==> config.mk <==
export PLATFORM = sky130hd
export DESIGN_NAME = rlft_front
export DESIGN_NICKNAME = d
export VERILOG_FILES = /design/src/rtl/rlft_pkg.sv /design/src/rtl/rlft_front.sv
export SDC_FILE = /design/constraint.sdc
export NUM_CORES = 1
export LEC_CHECK = 0
export ABC_AREA = 1
export BUFFER_PORTS_ARGS = -buffer_cell sky130_fd_sc_hd__buf_4
export CAP_MARGIN = 20
export CORE_ASPECT_RATIO = 1.2
export CORE_UTILIZATION = 47
export DETAILED_ROUTE_END_ITERATION = 10
export HOLD_SLACK_MARGIN = 0.12
export PLACE_DENSITY = 0.87
export SYNTH_ARGS = -nofsm -noshare
export SYNTH_HDL_FRONTEND = slang
export SYNTH_SLANG_ARGS = --single-unit
==> constraint.sdc <==
create_clock -name clk -period 3.8 [get_ports clk]
set_input_delay 0.38 -clock clk [delete_from_list [all_inputs] [get_ports clk]]
set_output_delay 0.38 -clock clk [all_outputs]
set_load 0.05 [all_outputs]
==> src/rtl/rlft_pkg.sv <==
// ----------------------------------------------------------------------------
// rlft_pkg: shared types and constants of the run-length FIFO
// Store depth, derived widths, request kinds, status codes and the back-end
// sequencer states.
// ----------------------------------------------------------------------------
package rlft_pkg;

    localparam int QUEUE_DEPTH = 1024;
    localparam int IDX_W       = $clog2(QUEUE_DEPTH);
    localparam int HELD_W      = $clog2(QUEUE_DEPTH + 1);
    localparam int DATA_W      = 32;
    localparam int SUM_W       = 64;

    // request queue between front and back
    localparam int FQ_DEPTH = 2;
    localparam int FQ_AW    = $clog2(FQ_DEPTH);
    localparam int FQ_CW    = $clog2(FQ_DEPTH + 1);

    typedef enum logic [1:0] {
        STATUS_OK    = 2'd0,
        STATUS_FULL  = 2'd1,
        STATUS_SHORT = 2'd2
    } status_t;

    typedef enum logic [1:0] {
        CMD_PUSH,
        CMD_TAKE,
        CMD_TAKE_NONE
    } cmd_kind_t;

    typedef struct packed {
        cmd_kind_t         kind;
        logic [DATA_W-1:0] value;
        logic [DATA_W-1:0] count;
    } cmd_t;

    typedef enum logic [2:0] {
        ST_IDLE,
        ST_READ,
        ST_CMP,
        ST_MUL,
        ST_ACC,
        ST_DONE
    } back_state_t;

endpackage

==> src/rtl/rlft_front.sv <==
// ----------------------------------------------------------------------------
// rlft_front: request intake
// Accepts requests, sorts them into push, take and empty take, and holds
// them in a short queue for the back end.
// ----------------------------------------------------------------------------
module rlft_front (
    input  logic                       clk,
    input  logic                       rst_n,
    input  logic                       in_valid,
    output logic                       in_stall,
    input  logic                       action,
    input  logic [rlft_pkg::DATA_W-1:0] value,
    input  logic [rlft_pkg::DATA_W-1:0] count,
    output logic                       q_valid,
    output rlft_pkg::cmd_t             q_cmd,
    input  logic                       q_pop
);

    rlft_pkg::cmd_t                  entry_reg [rlft_pkg::FQ_DEPTH];
    logic [rlft_pkg::FQ_AW-1:0]      wr_ptr_reg;
    logic [rlft_pkg::FQ_AW-1:0]      wr_ptr_next;
    logic [rlft_pkg::FQ_AW-1:0]      rd_ptr_reg;
    logic [rlft_pkg::FQ_AW-1:0]      rd_ptr_next;
    logic [rlft_pkg::FQ_CW-1:0]      fill_reg;
    logic [rlft_pkg::FQ_CW-1:0]      fill_next;
    rlft_pkg::cmd_t                  in_cmd;
    logic                            push_en;
    logic                            pop_en;

    always_comb
    begin
        in_cmd.value = value;
        in_cmd.count = count;
        if (!action)
        begin
            in_cmd.kind = rlft_pkg::CMD_PUSH;
        end
        else if (count == '0)
        begin
            in_cmd.kind = rlft_pkg::CMD_TAKE_NONE;
        end
        else
        begin
            in_cmd.kind = rlft_pkg::CMD_TAKE;
        end
    end

    assign in_stall = (fill_reg == rlft_pkg::FQ_CW'(rlft_pkg::FQ_DEPTH));
    assign q_valid  = (fill_reg != '0);
    assign q_cmd    = entry_reg[rd_ptr_reg];
    assign push_en  = in_valid && !in_stall;
    assign pop_en   = q_pop && q_valid;

    always_comb
    begin
        wr_ptr_next = wr_ptr_reg;
        rd_ptr_next = rd_ptr_reg;
        fill_next   = fill_reg;
        if (push_en)
        begin
            wr_ptr_next = (wr_ptr_reg == rlft_pkg::FQ_AW'(rlft_pkg::FQ_DEPTH - 1))
                        ? '0 : wr_ptr_reg + 1'b1;
        end
        if (pop_en)
        begin
            rd_ptr_next = (rd_ptr_reg == rlft_pkg::FQ_AW'(rlft_pkg::FQ_DEPTH - 1))
                        ? '0 : rd_ptr_reg + 1'b1;
        end
        case ({push_en, pop_en})
            2'b10:   fill_next = fill_reg + 1'b1;
            2'b01:   fill_next = fill_reg - 1'b1;
            default: fill_next = fill_reg;
        endcase
    end

    always_ff @(posedge clk or negedge rst_n)
    begin
        if (!rst_n)
        begin
            wr_ptr_reg <= '0;
            rd_ptr_reg <= '0;
            fill_reg   <= '0;
        end
        else
        begin
            wr_ptr_reg <= wr_ptr_next;
            rd_ptr_reg <= rd_ptr_next;
            fill_reg   <= fill_next;
        end
    end

    always_ff @(posedge clk)
    begin
        if (push_en)
        begin
            entry_reg[wr_ptr_reg] <= in_cmd;
        end
    end

endmodule

# ---- After elaboration in Yosys (flattened, before gate mapping)
# Memory sizes are Yosys's and may differ from the RTL's.
# Index checks and enable logic that the tools add are counted.
dict set report totals {
  register_bits 4
  memories 1
  word_cells 24
  input_bits 69
  mem_bits_rw 132
  output_inout_bits 68
}
# memory depth width rd rd_ports_with_merged_regs write_ports line_no
set memory_table {}
lappend memory_table {entry_reg 2 66 1 0 1 rlft_front.sv:19} ;# rlft_pkg::cmd_t entry_reg [rlft_pkg::FQ_DEPTH];
dict set report op_classes {
  n_reduce_logical 6
  n_mux 7
  eq_ne 3
  add_sub_neg 4
}
# operator n
set op_table {}
lappend op_table {{logical NOT 32 bit} 1}
lappend op_table {{equality test 2 bit, second input constant} 2}
lappend op_table {{2-to-1 mux 1 bit} 4}
lappend op_table {{2-to-1 mux 2 bit} 2}
lappend op_table {{one-hot mux 2 bit (2 select lines)} 1}
lappend op_table {{nonzero test 2 bit} 2}
lappend op_table {{adder 1 bit, second input constant} 2}
lappend op_table {{adder 2 x 1 -> 2 bit, second input constant} 1}
lappend op_table {{equality test 2 x 1 -> 1 bit, second input constant} 1}
lappend op_table {{logical AND 1 bit} 2}
lappend op_table {{subtractor 2 x 1 -> 2 bit, second input constant} 1}
lappend op_table {{logical NOT 1 bit} 1}

# ---- Logic depth before layout (Yosys ltp)
# Gate-level depths: netlist of the first run.
dict set report depth {
  word_depth 5
  depth_mapped 7
  depth_no_buf 7
}

# ---- Worst setup path after synthesis of the first run
# OpenSTA, ideal clock, no wires.
dict set report synth_timing {
  path_kind {register to register}
  startpoint {register fill_reg[1] in the netlist's numbering}
  endpoint {memory entry_reg[0][0] in the netlist's numbering, enable pin}
  path_stages_with_launch 4
  synth_period_minus_slack_ns 3.808
  setup_time_ns 0.490
  n_path_buf 0
  setup_slack_ns -0.008
  arrival_ns 3.318
  t_required_ns 3.310
  cell_sequence {dfrtp_1 -> inv_1 -> o21ai_2 -> nor2_1}
}
dict set report synth_via {
  elab_chain_cells 5
}
# item line_no
set synth_rtl {}
lappend synth_rtl {{start: declaration} rlft_front.sv:24} ;# logic [rlft_pkg::FQ_CW-1:0] fill_reg;
lappend synth_rtl {{start signal: assignment} rlft_front.sv:88} ;# fill_reg <= fill_next;
lappend synth_rtl {{equality test 2 bit} rlft_front.sv:48} ;# assign in_stall = (fill_reg == rlft_pkg::FQ_CW'(rlft_pkg::FQ_DEPTH));
lappend synth_rtl {{logical NOT 1 bit} rlft_front.sv:51} ;# assign push_en = in_valid && !in_stall;
lappend synth_rtl {{logical AND 1 bit} rlft_front.sv:51}
lappend synth_rtl {{2-to-1 mux 1 bit} rlft_front.sv:94} ;# if (push_en)
lappend synth_rtl {{2-to-1 mux 1 bit (not written as such)} rlft_front.sv:96} ;# entry_reg[wr_ptr_reg] <= in_cmd;
lappend synth_rtl {{end: declaration} rlft_front.sv:19}
# Every way passes these cells.

==> metrics.md, run 1 <==
| Metric | Value |
|---|---|
| Cell area after layout | `0.00698 sq mm` |
| Clk_skew | `6.05 ps` |
| Worst slew pin tran | `893 ps` |
| R2R Path Start | `fill_reg[1]` |
| Synth area leader | `edfxtp_1` |
| Syn avg cell area | `12.8 sq um` |
| Sequential element share of the synthesized area | `0.794` |
| Die ar. | `0.0113 sq mm` |
| Hold WC Path Type | `in -> reg` |
| Remaining Overflow, GRT | `0` |
| R2r setup slk | `1810 ps` |
| CP startpoint kind | `flip-flop` |
| Total of max-cap violations | `0` |
| Switching part of the total | `0.418` |
| Cell area after synthesis | `0.00512 sq mm` |
| CTS tree | `built` |
| First-pass GRT wire length | `15700 um` |
| Post-Place Cell Area | `0.00631 sq mm` |
| Starting Density | `0.484` |
| Antenna violations before repair | `0` |
| Yosys top cell area share | `0.775` |
| Fin. max-slew vios | `0` |
| Reg2Reg Capture Point | `entry_reg[1][36]` |
| RSZ-0062 raised after global routing | `no` |
| Final WL | `10200 um` |
| Largest net degree at the start of global routing | `67` |
| Period Utilization, post-route | `0.615` |
| Netlist cell types | `18` |
| Filler Cell Count | `762` |
| Htree depth | `4` |
| Post-synthesis adder-cell area fraction | `0.00244` |
| Drt drc | `0` |
| Die Height | `116 um` |
| Detailed placement HPWL | `6550 um` |
| NetSw | `0.00292 W` |
| Worst R2R Path Depth | `4` |
| Gpl congestion | `0.697` |
| Crit path required time | `3420 ps` |
| Peak supply drop | `0.000522 V` |
| Synth-to-layout area growth | `36.4%` |
| Syn Inst Count | `399` |
| CP Launch Point | `rd_ptr_reg` |
| Vias in the first global route | `3329` |
| Synth Net Count | `469` |
| Sink Count | `136` |
| Final #Nets | `615` |
| Clock power frac | `0.258` |
| Register bit total from synthesis | `136` |
| Final setup margin | `1460 ps` |
| Antenna Cells | `0` |
| Pre-CTS WS | `1780 ps` |
| Port Buffer Count | `136` |
| Synth Area in Simple Gates | `0.175` |
| Post-layout min period | `2340 ps` |
| Commonest cells after routing, fill and taps aside | `208 x nand2_1, 137 x buf_4, 132 x edfxtp_1` |
| GR Util All Layers | `0.183` |
| Die Wd | `97.3 um` |
| Crit Path Max Fanout | `34` |
| Hold Vio Cnt, Final | `0` |
| Setup crit end | `q_cmd[12]` |
| Clock transition at path regs | `60 ps` |
| Layout cell share with drive strength beyond 1 | `0.317` |
| Leak | `2.96 nW` |
| DR WL/cell | `14.9 um` |
| Initial DRC count | `126` |
| Multiplexer share of the synthesized area | `0` |
| Most common cell after layout, fill and taps aside | `nand2_1` |
| Arrival time at the worst endpoint | `1960 ps` |
| IO Pins | `137` |
| F_max | `428 MHz` |
| Main combinational cell family by area after synthesis | `simple AND/OR/NAND/NOR gates` |
| PwrDens | `1000 mW/mm^2` |
| Comb power frac | `0.435` |
| Worst setup EP type | `output pin` |
| Clock Latency Late Sink | `410 ps` |
| Flop pwr share | `0.307` |
| Synth warn | `0` |
| Row Count | `41` |
| CORE AREA | `0.0106 sq mm` |
| Largest register FFs | `132` |
| Max_slew headroom | `0.403` |
| Drt first pass iters | `4` |
| CTS Buf Count | `17` |
| Routed via count | `3359` |
| Synth Area in XOR/XNOR | `0.00685` |
| Crit path kind | `reg -> out` |
| CTS max path bufs | `2` |
| Root Buffer | `clkbuf_16` |
| Via density | `4.89` |
| Top post-synthesis cells by area | `edfxtp_1 77%, nand2_1 15%, dfrtp_1 2.0%` |
| Post-route ant nets | `0` |
| Status | `complete, no violations` |
| Final setup viols | `0` |
| Synth Area in Compound Gates | `0.00367` |
| Internal | `0.00407 W` |
synth_stat cells (all sizes together):
| library cell | n |
|---|---|
| buf | 13 |
| xnor2 | 1 |
| nand2 | 209 |
| or2 | 1 |
| clkbuf | 1 |
| inv | 5 |
| ha | 1 |
| o21ai | 2 |
| a21oi | 1 |
| dfrtp | 4 |
| nor2 | 25 |
| nor3 | 1 |
| xor2 | 3 |
| edfxtp | 132 |
power by group through the flow:
stage	logic, W	registers [W]	clock network, W
3_3_place_gp	0.00299	0.00216	0
5_1_grt	0.00321	0.00217	0.00189
4_1_cts	0.00307	0.00215	0.00183
2_1_floorplan	0.00212	0.00218	0
6_report	0.00304	0.00215	0.00181
3_5_place_dp	0.00306	0.00218	0
cells by family (layout without fill, tap and decap cells):
| group | after synthesis | in the layout |
|---|---|---|
| and+or+nand+nor | 236 | 236 |
| xor gates and xnor gates | 4 | 4 |
| AOI/OAI and AO/OA | 3 | 3 |
| buffers and inverters | 19 | 178 |
| adders and majority gates | 1 | 1 |
| DFF | 136 | 136 |
per-layer routing:
layer / vias up / routed length (um) / track usage
met5: - / 0 / 0
met4: 0 / 126 / 0.0745
met3: 9 / 544 / 0.0527
met2: 118 / 5440 / 0.326
met1: 1611 / 4140 / 0.211
li1: 1621 / - / -
layout make-up:
cell class                      instances  area, sq um  share of cell area
Timing Repair Buffer                  141         1100               0.157
Sequential cell                       136         4070               0.583
Multi-Input combinational cell        244          976               0.140
Clock buffer                           18          429              0.0615
Tap cell                              129          161              0.0231
Clock inverter                         14          229              0.0328
Inverter                                5         18.8             0.00269
through the flow:
step	hold slack, ps	total power [W]	util	setup TNS [ps]	cells
final	161	0.00699	0.660	0	687
after global routing	144	0.00728	0.660	0	687
after CTS	145	0.00705	0.660	0	687
after detailed placement	181	0.00523	0.597	0	654
after global placement	177	0.00515	0.595	0	653
after floorplan	84.4	0.00430	-	-1020	399
worst min path at each step:
stage | start | to | depth (start not counted)
2_1_floorplan | rst_n | fill_reg[0] | 0
3_3_place_gp | rst_n | wr_ptr_reg | 1
3_5_place_dp | rst_n | fill_reg[1] | 1
4_1_cts | value[16] | entry_reg[0][48] | 1
5_1_grt | value[12] | entry_reg[0][44] | 1
6_report | value[20] | entry_reg[1][52] | 1
critical path, cell delays in order, from the launching register on:
cell	delay, ps
dfrtp_2	410
inv_2	450
buf_12	280
nand2_1	80
nand2_1	110
buf_4	210
what timing repair did:
item / in CTS / in global routing
buffers inserted: 0 / 0
endpoints found under the hold margin: 4 / 0
hold buffers: 1 / 0
gates resized for setup: 0 / 0
Power figures use the tool's default switching activity.
==> run 2: changes to the inputs <==
ABC_AREA = 0   (was 1)
CORE_UTILIZATION = 52   (was 47)
PLACE_DENSITY = 0.91   (was 0.87)
clock period = 2.4 ns   (was 3.8 ns; I/O delays follow)
==> run 2 against run 1 <==
  * Final area is 10% higher
  * Core utilization is 14 points higher
  * Final cell count is 14% lower
  * Worst setup slack worse by 1200 ps
  * Synthesized cell count is 41% lower
  * Combinational power is 49% higher
  * Sequential power is 59% higher
  * Register-to-register slack worse by 1100 ps
  * Critical path depth is 2 lower
  * Via count is 12% lower
  * Non-clock buffer count is 66 higher
  * Power is 54% higher
==> metrics.md, run 2 <==
| Metric | Value |
|---|---|
| Status | `complete, no violations` |
| Arrival time at the worst endpoint | `1850 ps` |
| Post-layout min period | `2090 ps` |
| PwrDens | `1410 mW/mm^2` |
| Yosys top cell area share | `0.769` |
| Vias in the first global route | `3236` |
| GR Util met3 | `0.0665` |
| Clock transition at path regs | `50 ps` |
| Syn avg cell area | `21.8 sq um` |
| Antenna violations before repair | `0` |
| Final WL | `11000 um` |
| GR Util All Layers | `0.225` |
| Remaining Overflow, GRT | `0` |
| Final non-filler cell total | `591` |
| Most common flop cell mapped by yosys | `edfxtp_1` |
| Filler Cell Count | `491` |
| Largest register FFs | `132` |
| Asr flop ratio synth | `0.0294` |
| Root Buffer | `clkbuf_16` |
| Detailed placement HPWL | `6450 um` |
| F_max | `478 MHz` |
| Sink Count | `136` |
| Fin. max-slew vios | `0` |
| DR WL/cell | `18.6 um` |
| Hold WC Path Type | `in -> reg` |
| Port Buffer Count | `136` |
| Register bit total from synthesis | `136` |
| CP startpoint kind | `flip-flop` |
| CTS max path bufs | `2` |
| Commonest cells after routing, fill and taps aside | `139 x buf_4, 132 x edfxtp_1, 65 x dlygate4sd3_1` |
| Cts repair resizes | `0` |
| Starting Density | `0.539` |
| Top post-synthesis cells by area | `edfxtp_1 77%, mux2_4 8.7%, mux2_2 7.9%` |
| CTS Buf Count | `17` |
| Antenna Cells | `0` |
| Final TNS setup | `0 ps` |
| Max_slew headroom | `0.667` |
| Hold Vio Cnt, Final | `0` |
| Drt first pass iters | `4` |
| Htree depth | `4` |
| Most common cell after layout, fill and taps aside | `buf_4` |
| Synth warn | `0` |
| Clk_skew | `8.58 ps` |
| CORE AREA | `0.00956 sq mm` |
| Placed Instances | `494` |
| Final #Nets | `525` |
| Die Wd | `92.9 um` |
| Synth Net Count | `306` |
| Pwr Total | `0.0108 W` |
| Worst slew pin tran | `495 ps` |
| Final setup viols | `0` |
| Global routing's busiest layer | `met2` |
| Post-synth EDFFs | `132` |
| First-pass GRT wire length | `16600 um` |
| Post-route ant nets | `0` |
| IO Pins | `137` |
| Commonest cells in the netlist | `132 x edfxtp_1, 36 x mux2_2, 30 x mux2_4` |
| RSZ-0062 raised after global routing | `no` |
| Gpl congestion | `0.737` |
| Met1 GRT Util | `0.236` |
| Worst Hold Margin | `171 ps` |
| Synth area leader | `edfxtp_1` |
| Crit path required time | `2160 ps` |
| Peak supply drop | `0.000958 V` |
| Via density | `4.99` |
| Total of max-cap violations | `0` |
| Met2 usage | `0.422` |
| Routed via count | `2950` |
| Initial DRC count | `105` |
| Largest net degree at the start of global routing | `38` |
| Worst setup EP type | `output pin` |
| Crit path kind | `reg -> out` |
| Drt drc | `0` |
| Cell with the most instances after synthesis | `edfxtp_1` |
| Leak | `3.00 nW` |
| Die Height | `111 um` |
| Netlist cell types | `21` |
| Crit Path Max Fanout | `30` |
| Hold Crit Depth | `2` |
| Layout cell share with drive strength beyond 1 | `0.519` |
| CTS tree | `built` |
| Synth-to-layout area growth | `49.0%` |
| Sequential element share of the synthesized area | `0.789` |
| Syn Inst Count | `236` |
| Row Count | `39` |
| Clock Latency Late Sink | `400 ps` |
| Cell area after synthesis | `0.00515 sq mm` |
| Die ar. | `0.0103 sq mm` |
| Period Utilization, post-route | `0.871` |
| Worst R2R Path Depth | `3` |
==> run 2: where the power goes <==
part           total [W]  leakage [nW]  internal, W  switching, W
clock network    0.00285         0.313      0.00194      0.000904
registers        0.00341          1.27      0.00326      0.000156
logic            0.00454          1.42      0.00162       0.00292
total             0.0108          3.00      0.00682       0.00398
==> run 2: cell type report <==
| cell class | instances | area (sq um) | area share |
|---|---|---|---|
| Clock buffer | 19 | 433 | 0.0564 |
| Clock inverter | 13 | 226 | 0.0295 |
| Inverter | 2 | 7.51 | 0.000978 |
| Multi-Input combinational cell | 91 | 1030 | 0.135 |
| Sequential cell | 136 | 4070 | 0.530 |
| Tap cell | 123 | 154 | 0.0200 |
| Timing Repair Buffer | 207 | 1750 | 0.228 |
==> run 2: worst max-delay path, cell delays in order (launching register included) <==
cell and delay [ps]:
dfrtp_4 420, buf_4 410, mux2_2 420, buf_4 200
==> run 2: path summary, 6_finish.rpt <==
check,slack (ps),startpoint,end
max in group asynchronous,2090,rst_n,rd_ptr_reg
worst min-delay path,170,action,entry_reg[0][64]
worst min register to register,500,fill_reg[1],fill_reg[1]
worst max-delay path,310,rd_ptr_reg,q_cmd[2]
worst max register to register,760,fill_reg[0],entry_reg[1][60]
min in group asynchronous,190,rst_n,rd_ptr_reg
==> run 2: through the flow <==
stage          worst slack (ps)  instance area [sq um]  utilization
6_report                    310                   7680        0.803
5_1_grt                     236                   7680        0.803
4_1_cts                     310                   7680        0.803
3_5_place_dp                720                   6370        0.666
3_3_place_gp                763                   6370        0.666
2_1_floorplan               348                   5160            -
==> run 2: per-layer routing <==
metal	vias up	wire length, um
li1	1381	-
met1	1451	3930
met2	108	6390
met3	10	540
met4	0	108
met5	-	0
==> run 2: cells by family after synthesis <==
group | Yosys count | share of synthesized area
simple gates | 18 | 0.0206
flops | 136 | 0.789
buf+inv | 9 | 0.0124
fa+ha+maj | 1 | 0.00243
xor+xnor | 5 | 0.00850
mux | 66 | 0.166
compound gates | 1 | 0.00146
==> run 2: repair_timing <==
action	CTS	global route
endpoints found under the hold margin	132	0
setup buffers	0	0
hold buffers	65	0
